### config.mk
export PLATFORM = sky130hd
export DESIGN_NAME = object_number_allocator_top
export DESIGN_NICKNAME = d
export VERILOG_FILES = /design/src/design/onal_pkg.sv /design/src/design/onal_ram.sv /design/src/design/onal_ctrl.sv /design/src/design/onal_dp.sv /design/src/design/object_number_allocator_top.sv
export SDC_FILE = /design/constraint.sdc
export NUM_CORES = 2
export LEC_CHECK = 0
export ABC_AREA = 1
export BUFFER_PORTS_ARGS = -buffer_cell sky130_fd_sc_hd__buf_2
export CORE_UTILIZATION = 51
export DETAILED_ROUTE_END_ITERATION = 12
export PLACE_DENSITY = 0.65
export RECOVER_POWER = 50
export SLEW_MARGIN = 30
export SYNTH_ARGS = -nofsm -noshare
export SYNTH_HDL_FRONTEND = slang
export SYNTH_SLANG_ARGS = --single-unit
export TNS_END_PERCENT = 20
### constraint.sdc
create_clock -name i_clk -period 4.8 [get_ports i_clk]
set_input_delay 0.24 -clock i_clk [delete_from_list [all_inputs] [get_ports i_clk]]
set_output_delay 0.24 -clock i_clk [all_outputs]
set_load 0.01 [all_outputs]
### src/design/onal_pkg.sv
// Shared types, codes and defaults for the object number allocator.
// No dependencies; every other file of the block but onal_ram imports this package.
package onal_pkg;

    localparam int DEF_FREE_DEPTH     = 64;
    localparam int DEF_RETIRED_DEPTH  = 16;
    localparam int DEF_MAX_OBJECTS    = 8388607;
    localparam int DEF_MAX_GENERATION = 65535;

    localparam int NUM_W = 23;
    localparam int GEN_W = 16;
    localparam int KEY_W = NUM_W + GEN_W;

    localparam logic [2:0] CMD_ALLOC     = 3'd0;
    localparam logic [2:0] CMD_RELEASE   = 3'd1;
    localparam logic [2:0] CMD_ADD_FREE  = 3'd2;
    localparam logic [2:0] CMD_NOTE_USED = 3'd3;
    localparam logic [2:0] CMD_RESET_CNT = 3'd4;

    localparam logic [2:0] ST_OK        = 3'd0;
    localparam logic [2:0] ST_DUPLICATE = 3'd1;
    localparam logic [2:0] ST_RETIRED   = 3'd2;
    localparam logic [2:0] ST_EXHAUSTED = 3'd3;
    localparam logic [2:0] ST_FULL      = 3'd4;

    typedef struct packed {
        logic [2:0]       command;
        logic [NUM_W-1:0] object_number;
        logic [GEN_W-1:0] generation;
    } t_in_word;

    typedef struct packed {
        logic [NUM_W-1:0] given_number;
        logic [GEN_W-1:0] given_generation;
        logic [2:0]       status;
    } t_out_word;

    // controller to datapath
    typedef struct packed {
        logic load_in;
        logic cand_next;
        logic cand_inc;
        logic ridx_clr;
        logic ridx_inc;
        logic ret_wr;
        logic fidx_inc;
        logic shift_start;
        logic shift_rd;
        logic fidx_dec;
        logic free_wr_shift;
        logic free_wr_key;
        logic pop;
        logic res_alloc;
        logic res_fail;
        logic res_retired;
        logic res_full;
        logic res_dup;
        logic res_echo;
        logic note;
        logic cnt_reset;
        logic out_load;
    } t_ctl;

    // datapath to controller
    typedef struct packed {
        logic [2:0] cmd;
        logic       pop_ok;
        logic       gen_ge_max;
        logic       cand_limit;
        logic       ridx_end;
        logic       rhit;
        logic       ret_full;
        logic       fidx_end;
        logic       f_eq;
        logic       f_gt;
        logic       free_full;
        logic       at_pos;
        logic       out_free;
    } t_sts;

endpackage

### src/design/onal_ram.sv
// Generic single-write, single-read RAM with registered read data.
// Depends on nothing.
module onal_ram #(
    parameter int WIDTH = 8,
    parameter int DEPTH = 16,
    parameter int AW    = (DEPTH > 1) ? $clog2(DEPTH) : 1
) (
    input  logic             i_clk,
    input  logic             i_we,
    input  logic [AW-1:0]    i_waddr,
    input  logic [WIDTH-1:0] i_wdata,
    input  logic [AW-1:0]    i_raddr,
    output logic [WIDTH-1:0] o_rdata
);

    logic [WIDTH-1:0] r_mem [DEPTH];

    always_ff @(posedge i_clk) begin
        if (i_we) begin
            r_mem[i_waddr] <= i_wdata;
        end
        o_rdata <= r_mem[i_raddr];
    end

endmodule

### src/design/onal_ctrl.sv
// Controller state machine of the object number allocator.
// Depends on onal_pkg; drives t_ctl to the datapath, reads t_sts back.
module onal_ctrl
    import onal_pkg::*;
(
    input  logic i_clk,
    input  logic i_rst_n,
    input  logic i_in_valid,
    output logic o_in_ready,
    input  t_sts i_sts,
    output t_ctl o_ctl
);

    typedef enum logic [11:0] {
        S_IDLE   = 12'b0000_0000_0001,
        S_DECODE = 12'b0000_0000_0010,
        S_POP    = 12'b0000_0000_0100,
        S_ACHK   = 12'b0000_0000_1000,
        S_RRD    = 12'b0000_0001_0000,
        S_RCMP   = 12'b0000_0010_0000,
        S_FRD    = 12'b0000_0100_0000,
        S_FCMP   = 12'b0000_1000_0000,
        S_FPOS   = 12'b0001_0000_0000,
        S_SHRD   = 12'b0010_0000_0000,
        S_SHWR   = 12'b0100_0000_0000,
        S_DONE   = 12'b1000_0000_0000
    } t_state;

    t_state r_state, n_state;
    logic   w_is_alloc;

    assign w_is_alloc = (i_sts.cmd == CMD_ALLOC);
    assign o_in_ready = (r_state == S_IDLE);

    always_comb begin
        n_state = r_state;
        o_ctl   = '0;
        unique case (r_state)
            S_IDLE: begin
                if (i_in_valid) begin
                    o_ctl.load_in = 1'b1;
                    n_state       = S_DECODE;
                end
            end
            S_DECODE: begin
                unique case (i_sts.cmd) inside
                    CMD_ALLOC: begin
                        if (i_sts.pop_ok) begin
                            n_state = S_POP;
                        end else begin
                            o_ctl.cand_next = 1'b1;
                            n_state         = S_ACHK;
                        end
                    end
                    CMD_RELEASE, CMD_ADD_FREE: begin
                        n_state = i_sts.gen_ge_max ? S_RRD : S_FRD;
                    end
                    CMD_NOTE_USED: begin
                        o_ctl.note     = 1'b1;
                        o_ctl.res_echo = 1'b1;
                        n_state        = S_DONE;
                    end
                    CMD_RESET_CNT: begin
                        o_ctl.cnt_reset = 1'b1;
                        o_ctl.res_echo  = 1'b1;
                        n_state         = S_DONE;
                    end
                    default: begin
                        o_ctl.res_echo = 1'b1;
                        n_state        = S_DONE;
                    end
                endcase
            end
            S_POP: begin
                o_ctl.pop = 1'b1;
                n_state   = S_DONE;
            end
            S_ACHK: begin
                o_ctl.ridx_clr = 1'b1;
                if (i_sts.cand_limit) begin
                    o_ctl.res_fail = 1'b1;
                    n_state        = S_DONE;
                end else begin
                    n_state = S_RRD;
                end
            end
            S_RRD: begin
                if (!i_sts.ridx_end) begin
                    n_state = S_RCMP;
                end else begin
                    n_state = S_DONE;
                    if (w_is_alloc) begin
                        o_ctl.res_alloc = 1'b1;
                    end else if (i_sts.ret_full) begin
                        o_ctl.res_full = 1'b1;
                    end else begin
                        o_ctl.ret_wr      = 1'b1;
                        o_ctl.res_retired = 1'b1;
                    end
                end
            end
            S_RCMP: begin
                if (!i_sts.rhit) begin
                    o_ctl.ridx_inc = 1'b1;
                    n_state        = S_RRD;
                end else if (w_is_alloc) begin
                    // candidate is retired: try the next number
                    o_ctl.cand_inc = 1'b1;
                    n_state        = S_ACHK;
                end else begin
                    o_ctl.res_retired = 1'b1;
                    n_state           = S_DONE;
                end
            end
            S_FRD: begin
                n_state = i_sts.fidx_end ? S_FPOS : S_FCMP;
            end
            S_FCMP: begin
                if (i_sts.f_eq) begin
                    o_ctl.res_dup = 1'b1;
                    n_state       = S_DONE;
                end else if (i_sts.f_gt) begin
                    n_state = S_FPOS;
                end else begin
                    o_ctl.fidx_inc = 1'b1;
                    n_state        = S_FRD;
                end
            end
            S_FPOS: begin
                if (i_sts.free_full) begin
                    o_ctl.res_full = 1'b1;
                    n_state        = S_DONE;
                end else begin
                    o_ctl.shift_start = 1'b1;
                    n_state           = S_SHRD;
                end
            end
            S_SHRD: begin
                o_ctl.shift_rd = 1'b1;
                if (i_sts.at_pos) begin
                    o_ctl.free_wr_key = 1'b1;
                    n_state           = S_DONE;
                end else begin
                    n_state = S_SHWR;
                end
            end
            S_SHWR: begin
                o_ctl.free_wr_shift = 1'b1;
                o_ctl.fidx_dec      = 1'b1;
                n_state             = S_SHRD;
            end
            S_DONE: begin
                if (i_sts.out_free) begin
                    o_ctl.out_load = 1'b1;
                    n_state        = S_IDLE;
                end
            end
            default: begin
                n_state = S_IDLE;
            end
        endcase
    end

    always_ff @(posedge i_clk) begin
        if (!i_rst_n) begin
            r_state <= S_IDLE;
        end else begin
            r_state <= n_state;
        end
    end

    a_onehot: assert property (@(posedge i_clk) disable iff (!i_rst_n) $onehot(r_state))
        else $error("state register not one-hot");
    a_accept_decode: assert property (@(posedge i_clk) disable iff (!i_rst_n)
        (o_in_ready && i_in_valid) |=> (r_state == S_DECODE))
        else $error("accepted word not decoded");
    a_done_ret: assert property (@(posedge i_clk) disable iff (!i_rst_n)
        o_ctl.out_load |=> (r_state == S_IDLE))
        else $error("no return to idle after result");

endmodule

### src/design/onal_dp.sv
// Datapath of the object number allocator: free list ring, retired store,
// counter, result and output registers. Depends on onal_pkg and onal_ram.
module onal_dp
    import onal_pkg::*;
#(
    parameter int FREE_DEPTH     = DEF_FREE_DEPTH,
    parameter int RETIRED_DEPTH  = DEF_RETIRED_DEPTH,
    parameter int MAX_OBJECTS    = DEF_MAX_OBJECTS,
    parameter int MAX_GENERATION = DEF_MAX_GENERATION
) (
    input  logic      i_clk,
    input  logic      i_rst_n,
    input  t_ctl      i_ctl,
    output t_sts      o_sts,
    input  t_in_word  i_in_data,
    input  logic      i_cfg_valid,
    input  logic      i_cfg_data,
    input  logic      i_out_ready,
    output logic      o_out_valid,
    output t_out_word o_out_data
);

    localparam int FA = $clog2(FREE_DEPTH);
    localparam int FC = $clog2(FREE_DEPTH + 1);
    localparam int RA = (RETIRED_DEPTH > 1) ? $clog2(RETIRED_DEPTH) : 1;
    localparam int RC = $clog2(RETIRED_DEPTH + 1);

    logic [2:0]       r_cmd;
    logic [NUM_W-1:0] r_num;
    logic [GEN_W-1:0] r_gen;
    logic [NUM_W-1:0] r_cand;
    logic [NUM_W-1:0] r_next;
    logic             r_reuse;
    logic [FA-1:0]    r_head;
    logic [FC-1:0]    r_fcount;
    logic [FC-1:0]    r_fidx;
    logic [FC-1:0]    r_pos;
    logic [RC-1:0]    r_rcount;
    logic [RC-1:0]    r_ridx;
    t_out_word        r_res;

    logic [GEN_W:0]   w_gen_eff;
    logic [KEY_W-1:0] w_key;
    logic [FC-1:0]    w_roff;
    logic [FA-1:0]    w_fraddr;
    logic [FA-1:0]    w_fwaddr;
    logic             w_fwe;
    logic [KEY_W-1:0] w_fwdata;
    logic [KEY_W-1:0] w_frdata;
    logic [NUM_W-1:0] w_rrdata;
    logic             w_bump;
    logic [NUM_W-1:0] w_bump_num;
    logic [NUM_W:0]   w_bump_inc;
    logic [NUM_W:0]   w_cand_inc;

    function automatic logic [FA-1:0] wrap(input logic [FC:0] s);
        logic [FC:0] t;
        t = (s >= (FC+1)'(FREE_DEPTH)) ? s - (FC+1)'(FREE_DEPTH) : s;
        return t[FA-1:0];
    endfunction

    assign w_gen_eff = {1'b0, r_gen} + (GEN_W+1)'(r_cmd == CMD_RELEASE);
    assign w_key     = {r_num, w_gen_eff[GEN_W-1:0]};
    assign w_roff    = i_ctl.shift_rd ? r_fidx - FC'(1) : r_fidx;
    assign w_fraddr  = wrap((FC+1)'(r_head) + (FC+1)'(w_roff));
    assign w_fwaddr  = wrap((FC+1)'(r_head) + (FC+1)'(r_fidx));
    assign w_fwe     = i_ctl.free_wr_shift | i_ctl.free_wr_key;
    assign w_fwdata  = i_ctl.free_wr_key ? w_key : w_frdata;
    assign w_cand_inc = {1'b0, r_cand} + (NUM_W+1)'(1);

    onal_ram #(.WIDTH(KEY_W), .DEPTH(FREE_DEPTH), .AW(FA)) u_free_ram (
        .i_clk   (i_clk),
        .i_we    (w_fwe),
        .i_waddr (w_fwaddr),
        .i_wdata (w_fwdata),
        .i_raddr (w_fraddr),
        .o_rdata (w_frdata)
    );

    onal_ram #(.WIDTH(NUM_W), .DEPTH(RETIRED_DEPTH), .AW(RA)) u_ret_ram (
        .i_clk   (i_clk),
        .i_we    (i_ctl.ret_wr),
        .i_waddr (r_rcount[RA-1:0]),
        .i_wdata (r_num),
        .i_raddr (r_ridx[RA-1:0]),
        .o_rdata (w_rrdata)
    );

    // counter advance: pop, allocate from counter, insert or note used
    assign w_bump = i_ctl.pop | i_ctl.res_alloc | i_ctl.free_wr_key | i_ctl.note;
    always_comb begin
        if (i_ctl.pop) begin
            w_bump_num = w_frdata[KEY_W-1:GEN_W];
        end else if (i_ctl.res_alloc) begin
            w_bump_num = r_cand;
        end else begin
            w_bump_num = r_num;
        end
    end
    assign w_bump_inc = {1'b0, w_bump_num} + (NUM_W+1)'(1);

    always_comb begin
        o_sts            = '0;
        o_sts.cmd        = r_cmd;
        o_sts.pop_ok     = r_reuse && (r_fcount != '0);
        o_sts.gen_ge_max = w_gen_eff >= (GEN_W+1)'(MAX_GENERATION);
        o_sts.cand_limit = w_cand_inc >= (NUM_W+1)'(MAX_OBJECTS);
        o_sts.ridx_end   = (r_ridx == r_rcount);
        o_sts.rhit       = (w_rrdata == r_cand);
        o_sts.ret_full   = r_rcount >= RC'(RETIRED_DEPTH);
        o_sts.fidx_end   = (r_fidx == r_fcount);
        o_sts.f_eq       = (w_frdata == w_key);
        o_sts.f_gt       = (w_frdata > w_key);
        o_sts.free_full  = r_fcount >= FC'(FREE_DEPTH);
        o_sts.at_pos     = (r_fidx == r_pos);
        o_sts.out_free   = !o_out_valid || i_out_ready;
    end

    // payload registers
    always_ff @(posedge i_clk) begin
        if (i_ctl.load_in) begin
            r_cmd  <= i_in_data.command;
            r_num  <= i_in_data.object_number;
            r_gen  <= i_in_data.generation;
            r_cand <= i_in_data.object_number;
        end else if (i_ctl.cand_next) begin
            r_cand <= r_next;
        end else if (i_ctl.cand_inc) begin
            r_cand <= w_cand_inc[NUM_W-1:0];
        end

        if (i_ctl.shift_start) begin
            r_pos <= r_fidx;
        end

        if (i_ctl.pop) begin
            r_res <= '{w_frdata[KEY_W-1:GEN_W], w_frdata[GEN_W-1:0], ST_OK};
        end else if (i_ctl.res_alloc) begin
            r_res <= '{r_cand, '0, ST_OK};
        end else if (i_ctl.res_fail) begin
            r_res <= '{r_num, '0, ST_EXHAUSTED};
        end else if (i_ctl.res_retired) begin
            r_res <= '{r_num, '0, ST_RETIRED};
        end else if (i_ctl.res_full) begin
            r_res <= '{r_num, '0, ST_FULL};
        end else if (i_ctl.res_dup) begin
            r_res <= '{r_num, w_gen_eff[GEN_W-1:0], ST_DUPLICATE};
        end else if (i_ctl.free_wr_key) begin
            r_res <= '{r_num, w_gen_eff[GEN_W-1:0], ST_OK};
        end else if (i_ctl.res_echo) begin
            r_res <= '{r_num, r_gen, ST_OK};
        end

        if (i_ctl.out_load) begin
            o_out_data <= r_res;
        end
    end

    // control registers
    always_ff @(posedge i_clk) begin
        if (!i_rst_n) begin
            r_next      <= NUM_W'(1);
            r_reuse     <= 1'b1;
            r_head      <= '0;
            r_fcount    <= '0;
            r_fidx      <= '0;
            r_rcount    <= '0;
            r_ridx      <= '0;
            o_out_valid <= 1'b0;
        end else begin
            if (i_ctl.load_in || i_ctl.ridx_clr) begin
                r_ridx <= '0;
            end else if (i_ctl.ridx_inc) begin
                r_ridx <= r_ridx + RC'(1);
            end

            if (i_ctl.load_in) begin
                r_fidx <= '0;
            end else if (i_ctl.fidx_inc) begin
                r_fidx <= r_fidx + FC'(1);
            end else if (i_ctl.shift_start) begin
                r_fidx <= r_fcount;
            end else if (i_ctl.fidx_dec) begin
                r_fidx <= r_fidx - FC'(1);
            end

            if (i_ctl.ret_wr) begin
                r_rcount <= r_rcount + RC'(1);
            end

            if (i_ctl.pop) begin
                r_head   <= wrap((FC+1)'(r_head) + (FC+1)'(1));
                r_fcount <= r_fcount - FC'(1);
            end else if (i_ctl.free_wr_key) begin
                r_fcount <= r_fcount + FC'(1);
            end

            if (i_ctl.cnt_reset) begin
                r_next <= NUM_W'(1);
            end else if (w_bump && (w_bump_num >= r_next)) begin
                // clamp at the object limit
                if (w_bump_inc > (NUM_W+1)'(MAX_OBJECTS)) begin
                    r_next <= NUM_W'(MAX_OBJECTS);
                end else begin
                    r_next <= w_bump_inc[NUM_W-1:0];
                end
            end

            if (i_cfg_valid) begin
                r_reuse <= i_cfg_data;
                if (!i_cfg_data) begin
                    r_fcount <= '0;
                end
            end

            if (i_ctl.out_load) begin
                o_out_valid <= 1'b1;
            end else if (i_out_ready) begin
                o_out_valid <= 1'b0;
            end
        end
    end

    a_fcount: assert property (@(posedge i_clk) disable iff (!i_rst_n)
        r_fcount <= FC'(FREE_DEPTH))
        else $error("free list count beyond depth");
    a_rcount: assert property (@(posedge i_clk) disable iff (!i_rst_n)
        r_rcount <= RC'(RETIRED_DEPTH))
        else $error("retired count beyond depth");
    a_next: assert property (@(posedge i_clk) disable iff (!i_rst_n)
        (r_next != '0) && (r_next <= NUM_W'(MAX_OBJECTS)))
        else $error("next number out of range");
    a_load: assert property (@(posedge i_clk) disable iff (!i_rst_n)
        i_ctl.out_load |=> o_out_valid)
        else $error("result word lost");

endmodule

### src/design/object_number_allocator_top.sv
// Top level of the object number allocator: controller plus datapath.
// Depends on onal_pkg, onal_ctrl, onal_dp (and onal_ram below it).
//
//  channel  direction  handshake                  word
//  in       input      i_in_valid / o_in_ready    t_in_word  i_in_data
//  out      output     o_out_valid / i_out_ready  t_out_word o_out_data
//  cfg      input      i_cfg_valid / o_cfg_ready  reuse_enable i_cfg_data
//
// One word at a time. Note used and reset counter pass decode and done; pop
// passes decode, pop and done. Insert reads and compares each free entry
// scanned, then reads and writes each one shifted (free list RAM, one read
// port). Counter allocation compares each retired entry, per number skipped.
// Synchronous active-low reset; no clearing pass. The next word is taken
// while a result waits in the output register; a stalled output holds
// only the final step.
module object_number_allocator_top
    import onal_pkg::*;
#(
    parameter int FREE_DEPTH     = DEF_FREE_DEPTH,
    parameter int RETIRED_DEPTH  = DEF_RETIRED_DEPTH,
    parameter int MAX_OBJECTS    = DEF_MAX_OBJECTS,
    parameter int MAX_GENERATION = DEF_MAX_GENERATION
) (
    input  logic      i_clk,
    input  logic      i_rst_n,
    input  logic      i_in_valid,
    output logic      o_in_ready,
    input  t_in_word  i_in_data,
    output logic      o_out_valid,
    input  logic      i_out_ready,
    output t_out_word o_out_data,
    input  logic      i_cfg_valid,
    output logic      o_cfg_ready,
    input  logic      i_cfg_data
);

    t_ctl w_ctl;
    t_sts w_sts;

    assign o_cfg_ready = 1'b1;

    onal_ctrl u_ctrl (
        .i_clk      (i_clk),
        .i_rst_n    (i_rst_n),
        .i_in_valid (i_in_valid),
        .o_in_ready (o_in_ready),
        .i_sts      (w_sts),
        .o_ctl      (w_ctl)
    );

    onal_dp #(
        .FREE_DEPTH     (FREE_DEPTH),
        .RETIRED_DEPTH  (RETIRED_DEPTH),
        .MAX_OBJECTS    (MAX_OBJECTS),
        .MAX_GENERATION (MAX_GENERATION)
    ) u_dp (
        .i_clk       (i_clk),
        .i_rst_n     (i_rst_n),
        .i_ctl       (w_ctl),
        .o_sts       (w_sts),
        .i_in_data   (i_in_data),
        .i_cfg_valid (i_cfg_valid),
        .i_cfg_data  (i_cfg_data),
        .i_out_ready (i_out_ready),
        .o_out_valid (o_out_valid),
        .o_out_data  (o_out_data)
    );

endmodule

# Yosys cells after proc, flatten, opt, wreduce, memory -nomap -nowiden
# Memory sizes are Yosys's and may differ from the RTL's. A register that Yosys moved wholly into a read port is not among the register bits.
# Cells that the tools add are included.
dict set report classes {
  muxes 92
  n_reduce_logical 21
  bitwise_logic 5
  n_eq_ne 23
  order_cmp 10
  n_addsub 15
}
# op count
set ops {}
lappend ops {{42-bit two-way mux} 8}
lappend ops {{12-bit case mux with 12 select lines} 1}
lappend ops {{23-bit two-way mux} 6}
lappend ops {{12-bit two-way mux} 9}
lappend ops {{7-bit two-way mux} 9}
lappend ops {{23-bit by 1-bit adder with 24-bit output, second input constant} 2}
lappend ops {{1-bit two-way mux} 45}
lappend ops {{39-bit == test} 1}
lappend ops {{39-bit > comparator} 1}
lappend ops {{39-bit two-way mux} 1}
lappend ops {{24-bit by 23-bit greater-or-equal comparator with 1-bit output, second input constant} 1}
lappend ops {{24-bit by 23-bit > comparator with 1-bit output, second input constant} 1}
lappend ops {{12-bit case mux with 2 select lines} 1}
lappend ops {{23-bit == test} 1}
lappend ops {{23-bit greater-or-equal comparator} 1}
lappend ops {{6-bit two-way mux} 3}
lappend ops {{9-bit two-way mux} 2}
lappend ops {{6-bit by 1-bit subtractor with 6-bit output, second input constant} 3}
lappend ops {{16-bit by 1-bit adder with 17-bit output} 1}
lappend ops {{17-bit by 16-bit greater-or-equal comparator with 1-bit output, second input constant} 1}
lappend ops {{6-bit by 7-bit adder with 8-bit output} 2}
lappend ops {{8-bit by 7-bit greater-or-equal comparator with 1-bit output, second input constant} 2}
lappend ops {{7-bit by 1-bit adder with 7-bit output, second input constant} 2}
lappend ops {{7-bit == test} 2}
lappend ops {{43 further kinds} 60}
dict set report word_totals {
  reg_bits 223
  input_bits 48
  word_cells 189
  memories 2
  out_inout_bits 45
  ram_bits 2864
}
# memory words width read_ports rd_clocked_by_memory_dff wr line
set memory_table {}
lappend memory_table {u_dp.u_free_ram.r_mem 64 39 1 1 1 onal_ram.sv:16} ;# logic [WIDTH-1:0] r_mem [DEPTH];
lappend memory_table {u_dp.u_ret_ram.r_mem 16 23 1 1 1 onal_ram.sv:16}

# Longest topological paths before layout
dict set report logic_depth {
  word_depth 12
  depth_mapped 27
  depth_no_buf 26
}

# Modules after synthesis
# Synthesis repeated with hierarchy kept, for this count alone.
dict set report unflattened {
  hier_cells 11556
  hier_area_um2 131732.6
}
# module instances cells_each seq_area_each_um2 area_each_um2
set modules_own_cells {}
lappend modules_own_cells {{onal_ram (u_dp.u_free_ram)} 1 8234 75732.6 101090.7}
lappend modules_own_cells {{onal_ram (u_dp.u_ret_ram)} 1 1531 11511.0 16354.4}
lappend modules_own_cells {onal_dp 1 1605 5755.5 13208.9}
lappend modules_own_cells {onal_ctrl 1 184 240.2 1067.3}
lappend modules_own_cells {object_number_allocator_top 1 2 0.0 11.3}

# Least setup slack after synthesis
# OpenSTA, ideal clock, no wires.
dict set report synth_path {
  path_kind {reg2reg}
  from {register u_dp.r_cmd[2]}
  to {memory u_dp.u_free_ram.r_mem[0][12] (netlist bit), data pin}
  path_buffers 0
  setup_slack_ps -329
  synth_period_minus_slack_ps 5129
  stages_incl_launch_ff 13
  setup_time_ps 702
  required_time_ps 4098
  arrival_ps 4428
  path_cell_list {edfxtp_1 inv_1 nand2_1 nor2_1 ha_1 ha_1 nand2_1 nor2_2 nand4_1 nor3_1 nand2_1 xor2_1 o21ai_0}
}
dict set report synth_between {
  elab_chain_cells 3
}
# element line
set synth_lines {}
lappend synth_lines {{start, declared} onal_dp.sv:28} ;# logic [2:0] r_cmd;
lappend synth_lines {{start signal, assigned} onal_dp.sv:122} ;# r_cmd <= i_in_data.command;
lappend synth_lines {{3-bit by 1-bit == test with 1-bit output} onal_dp.sv:62} ;# assign w_gen_eff = {1'b0, r_gen} + (GEN_W+1)'(r_cmd == CMD_RELEASE);
lappend synth_lines {{16-bit by 1-bit adder with 17-bit output} onal_dp.sv:62}
lappend synth_lines {{39-bit two-way mux} onal_dp.sv:68} ;# assign w_fwdata = i_ctl.free_wr_key ? w_key : w_frdata;
lappend synth_lines {{named net u_dp.u_free_ram.i_wdata[12]} onal_ram.sv:11} ;# input logic [WIDTH-1:0] i_wdata,
lappend synth_lines {{end, declared} onal_ram.sv:16}
# The timed path passes the listed nets, and every way through them passes these cells.

# Final worst setup path
dict set report layout_path {
  from {register u_ctrl.r_state[0]}
  to {register u_dp.u_free_ram.o_rdata[6], read port of u_dp.u_free_ram.r_mem}
}
dict set report layout_between {
  elab_chain_cells 6
  word_cells_on_any_way 7
  cone_classes {2 x add/sub; 1 x order compare; 1 x eq/ne; 3 x mux}
}
# element line
set layout_lines {}
lappend layout_lines {{start, declared} onal_ctrl.sv:29} ;# t_state r_state, n_state;
lappend layout_lines {{start signal, assigned} onal_ctrl.sv:168} ;# r_state <= n_state;
lappend layout_lines {{12-bit by 10-bit == test with 1-bit output (*)} onal_ctrl.sv:38} ;# unique case (r_state)
lappend layout_lines {{1-bit two-way mux (*)} onal_ctrl.sv:38}
lappend layout_lines {{7-bit two-way mux (*)} onal_dp.sv:64} ;# assign w_roff = i_ctl.shift_rd ? r_fidx - FC'(1) : r_fidx;
lappend layout_lines {{6-bit by 7-bit adder with 8-bit output (*)} onal_dp.sv:65} ;# assign w_fraddr = wrap((FC+1)'(r_head) + (FC+1)'(w_roff));
lappend layout_lines {{8-bit by 7-bit greater-or-equal comparator with 1-bit output / 6-bit by 1-bit subtractor with 6-bit output (equally long branches)} onal_dp.sv:58} ;# t = (s >= (FC+1)'(FREE_DEPTH)) ? s - (FC+1)'(FREE_DEPTH) : s;
lappend layout_lines {{6-bit two-way mux (*)} onal_dp.sv:58}
lappend layout_lines {{end, declared} onal_ram.sv:13} ;# output logic [WIDTH-1:0] o_rdata
# Mark *: on every way between the ends. The rest lies on a longest branch, timed or not.
# A chain may end at the register's enable or synchronous reset.

==> results.cfg <==
[status]
status = finished with violations
violations = capacitance limit, slew limit

[drt]
drtAntennaViolNets = 0
drtIter0Drc = 9950
drtPass1Iterations = 6
vias = 84800
wl_per_cell_um = 26.4
drc = 0
viasPerCell = 6.16
drt-total-wl_um = 364000

[timing]
hold_violations = 0
whs_ns = 0.0428
clock_skew_ns = 0.0696
grt_setup_unrepaired = yes
slew_viol_final = 445
setup_viol_count_final = 0
fin_tns_setup_ns = 0
tightest_slew_ns = 2.16
max_clock_freq_ghz = 0.216
fin_crit_sh = 0.963
relSlewSlack = -0.453
period_needed_ns = 4.62

[synthesis]
synth_fp_nets = 10100
synth_compound_area_frac = 0.103
synth_top_family_by_area = simple AND/OR/NAND/NOR gates
yosys_register_bits = 3149
yosys.area_share.simple = 0.105
yosys.cell_types.count = 67
synthFlopType = edfxtp_1
yosysSeqAreaShare = 0.724
synthMuxAreaShare = 0.0273
synth-warning-count = 0
synthAdderAreaFrac = 0.00876
synth-edff-count = 3017
synth_cells = 9946
synth.cell_area_mm2 = 0.129
async_flop_share = 0
synthXorXnorAreaFrac = 0.00612
avgSynthCellArea_um2 = 13.0

[critical_path]
cp.required_ns = 5.62
critPathKind = reg2reg
cp-start-kind = flop
critical_path_arrival_ns = 5.44
regToRegSetupSlack_ns = 0.18
path_max_fanout = 43
crit_path_end_kind = flop

[final_layout]
instances_no_fill = 13800
final_cell_area_mm2 = 0.147
syn_to_final_growth_pct = 14.1
num-nets-final = 10300
drive_gt1_frac = 0.129

[clocking]
htree_levels = 5
clock_sinks = 3149
clk_latency_ns = 0.96
max-clock-path-buffers = 4
cts_tree = built
numCtsBuffers = 331
clk_pin_slew_ns = 0.07
cts-root-buf = clkbuf_16

[worst_hold_path]
hp-class = in2reg

[floorplan]
io_pins = 93
start_util = 0.513
die_height_um = 505
die_area_mm2 = 0.255
die_x_um = 505
core_area_mm2 = 0.251
row_count = 184

[grt]
grt_pass1_wl_um = 530000
grt_util_all_layers = 0.279
grt_pass1_vias = 81200
grt_max_degree = 124
grt_overflow_total = 0
antenna_found_initial = 3

[power]
leakagePower_nw = 49.6
finalPower_mw = 55.3
power_density_mw_per_mm2 = 376
ir_worst_vdd_mv = 0.337

[placement]
numPortBuffers = 91
place_area_mm2 = 0.137
dp_cells = 13100
finalWeightedCongestion = 0.944
hpwlAfterDp_um = 210000

[run]
cap_violations = 18
## kinds of logic after synthesis
kind of cell / Yosys count
muxes: 312
buffers and inverters: 891
DFF: 3149
AOI/OAI and AO/OA: 2026
xor gates and xnor gates: 90
other: 1
adders and majority gates: 89
and+or+nand+nor: 3388
## per-layer routing
layer / track usage / routed length (um) / vias to the layer above / share of wire
met5: 0 / 0 / - / 0
met3: 0.0372 / 30200 / 775 / 0.083
met1: 0.389 / 147000 / 42700 / 0.40
li1: - / - / 37300 / -
met2: 0.444 / 170000 / 4057 / 0.47
met4: 0.118 / 15800 / 0 / 0.043
## metrics by stage
step                      worst slack, ns  utilization
after floorplan                    -0.152            -
final                               0.176        0.585
after global routing             -0.00229        0.585
after detailed placement          -0.0507        0.544
after global placement             0.0323        0.543
after CTS                         0.00718        0.587
## cell usage after synthesis (all sizes together) (59+ instances only)
cell type     n  area (um^2)
a21oi       186          935
buf         140          651
clkbuf      500         1880
dfxtp       132         2640
edfxtp     3017        90600
ha           87         1090
inv         249          935
mux2        312         3510
nand2       750         2880
nand3       138          736
nand4        62          394
nor2       2341         8900
o21ai       985         4940
o22ai        59          369
o32ai       624         5470
xor2         65          569
## worst paths after layout
path,from,cells after the start,endpoint
hold reg to reg,u_dp.r_res[31],0,u_dp.o_out_data[31]
setup reg to reg,u_ctrl.r_state[0],20,u_dp.u_free_ram.o_rdata[6]
setup / recovery,u_ctrl.r_state[0],20,u_dp.u_free_ram.o_rdata[6]
hold / removal,i_in_data[15],2,u_dp.r_gen[15]
## registers in the layout, summed over array words and instances, names as in the netlist
| name | cells |
|---|---|
| u_dp.r_res | 42 |
| u_dp.r_ridx | 5 |
| u_dp.r_cmd | 3 |
| u_dp.r_pos | 7 |
| u_dp.r_fcount | 7 |
| u_dp.r_num | 23 |
| u_dp.o_out_valid | 1 |
| u_dp.r_gen | 16 |
| u_dp.r_rcount | 5 |
| u_dp.r_fidx | 7 |
| u_dp.r_head | 6 |
| u_dp.r_reuse | 1 |
| u_dp.u_ret_ram.r_mem | 368 |
| u_dp.r_next | 23 |
| u_dp.u_free_ram.o_rdata | 39 |
| u_dp.r_cand | 23 |
| u_ctrl.r_state | 12 |
| u_dp.o_out_data | 42 |
| u_dp.u_free_ram.r_mem | 2496 |
| u_dp.u_ret_ram.o_rdata | 23 |
## final cells by class
type | count | area (um^2)
tap | 3348 | 4190
fill | 19400 | 104000
inverter | 251 | 958
timing repair buffer | 542 | 5560
clock buffer | 433 | 8940
multi-input combinational | 5906 | 32800
sequential | 3149 | 93200
antenna | 1 | 2.50
clock inverter | 142 | 1320
## where the power goes
part           total, mW  internal, mW  switching [mW]  leakage, nW
clock network       24.5          14.3            10.2         5.01
registers           30.0          29.8           0.170         28.2
logic              0.766         0.236           0.530         16.3
## critical path: stages (launching register included)
cell	delay (ns)
dfxtp_1	0.31
inv_1	0.07
nand2_1	0.09
nor2_2	0.22
nand2_1	0.17
nor4_4	0.22
inv_1	0.13
o21ai_0	0.25
inv_1	0.11
fa_4	0.87
buf_4	0.18
buf_12	0.22
buf_12	0.25
buf_4	0.19
o21ai_0	0.08
o32ai_1	0.14
mux2_2	0.22
nand2_1	0.11
a32oi_2	0.26
nand2_1	0.18
o21ai_0	0.15
## cell usage in the layout (no fill, tap or decap), types with 10 or more instances in the layout
cell and n:
o22ai_1 59, clkbuf_16 337, o21ai_2 10, nor2_1 2247, nand3_1 130, a21oi_1 185
buf_4 190, clkbuf_1 180, inv_1 225, dlygate4sd3_1 50, ha_1 86, nor3_1 35
dfxtp_1 130, xnor2_1 23, clkinv_1 52, mux2_2 312, nor4_1 27, nand2_1 730
a32o_1 39, clkbuf_2 31, nand2_2 16, o221ai_1 39, clkinv_2 49, inv_2 20
a32oi_1 31, edfxtp_1 3017, clkbuf_8 17, buf_12 119, buf_2 19, xor2_1 63
buf_16 15, nor2_2 24, o21ai_0 899, nand4_1 61, nor2_4 70, o211ai_1 29
or2_2 16, o21ai_1 74, bufinv_16 23, o32ai_1 624
## repair_timing
action / CTS / global route
hold buffers: 50 / 0
pin swaps: 0 / 1
gates cloned: 0 / 1
setup endpoints to repair: 2 / 37
gates resized for setup: 2 / 12
hold endpoints to repair: 86 / 0
buffers inserted: 0 / 3
(Power assumes the default switching activity.)
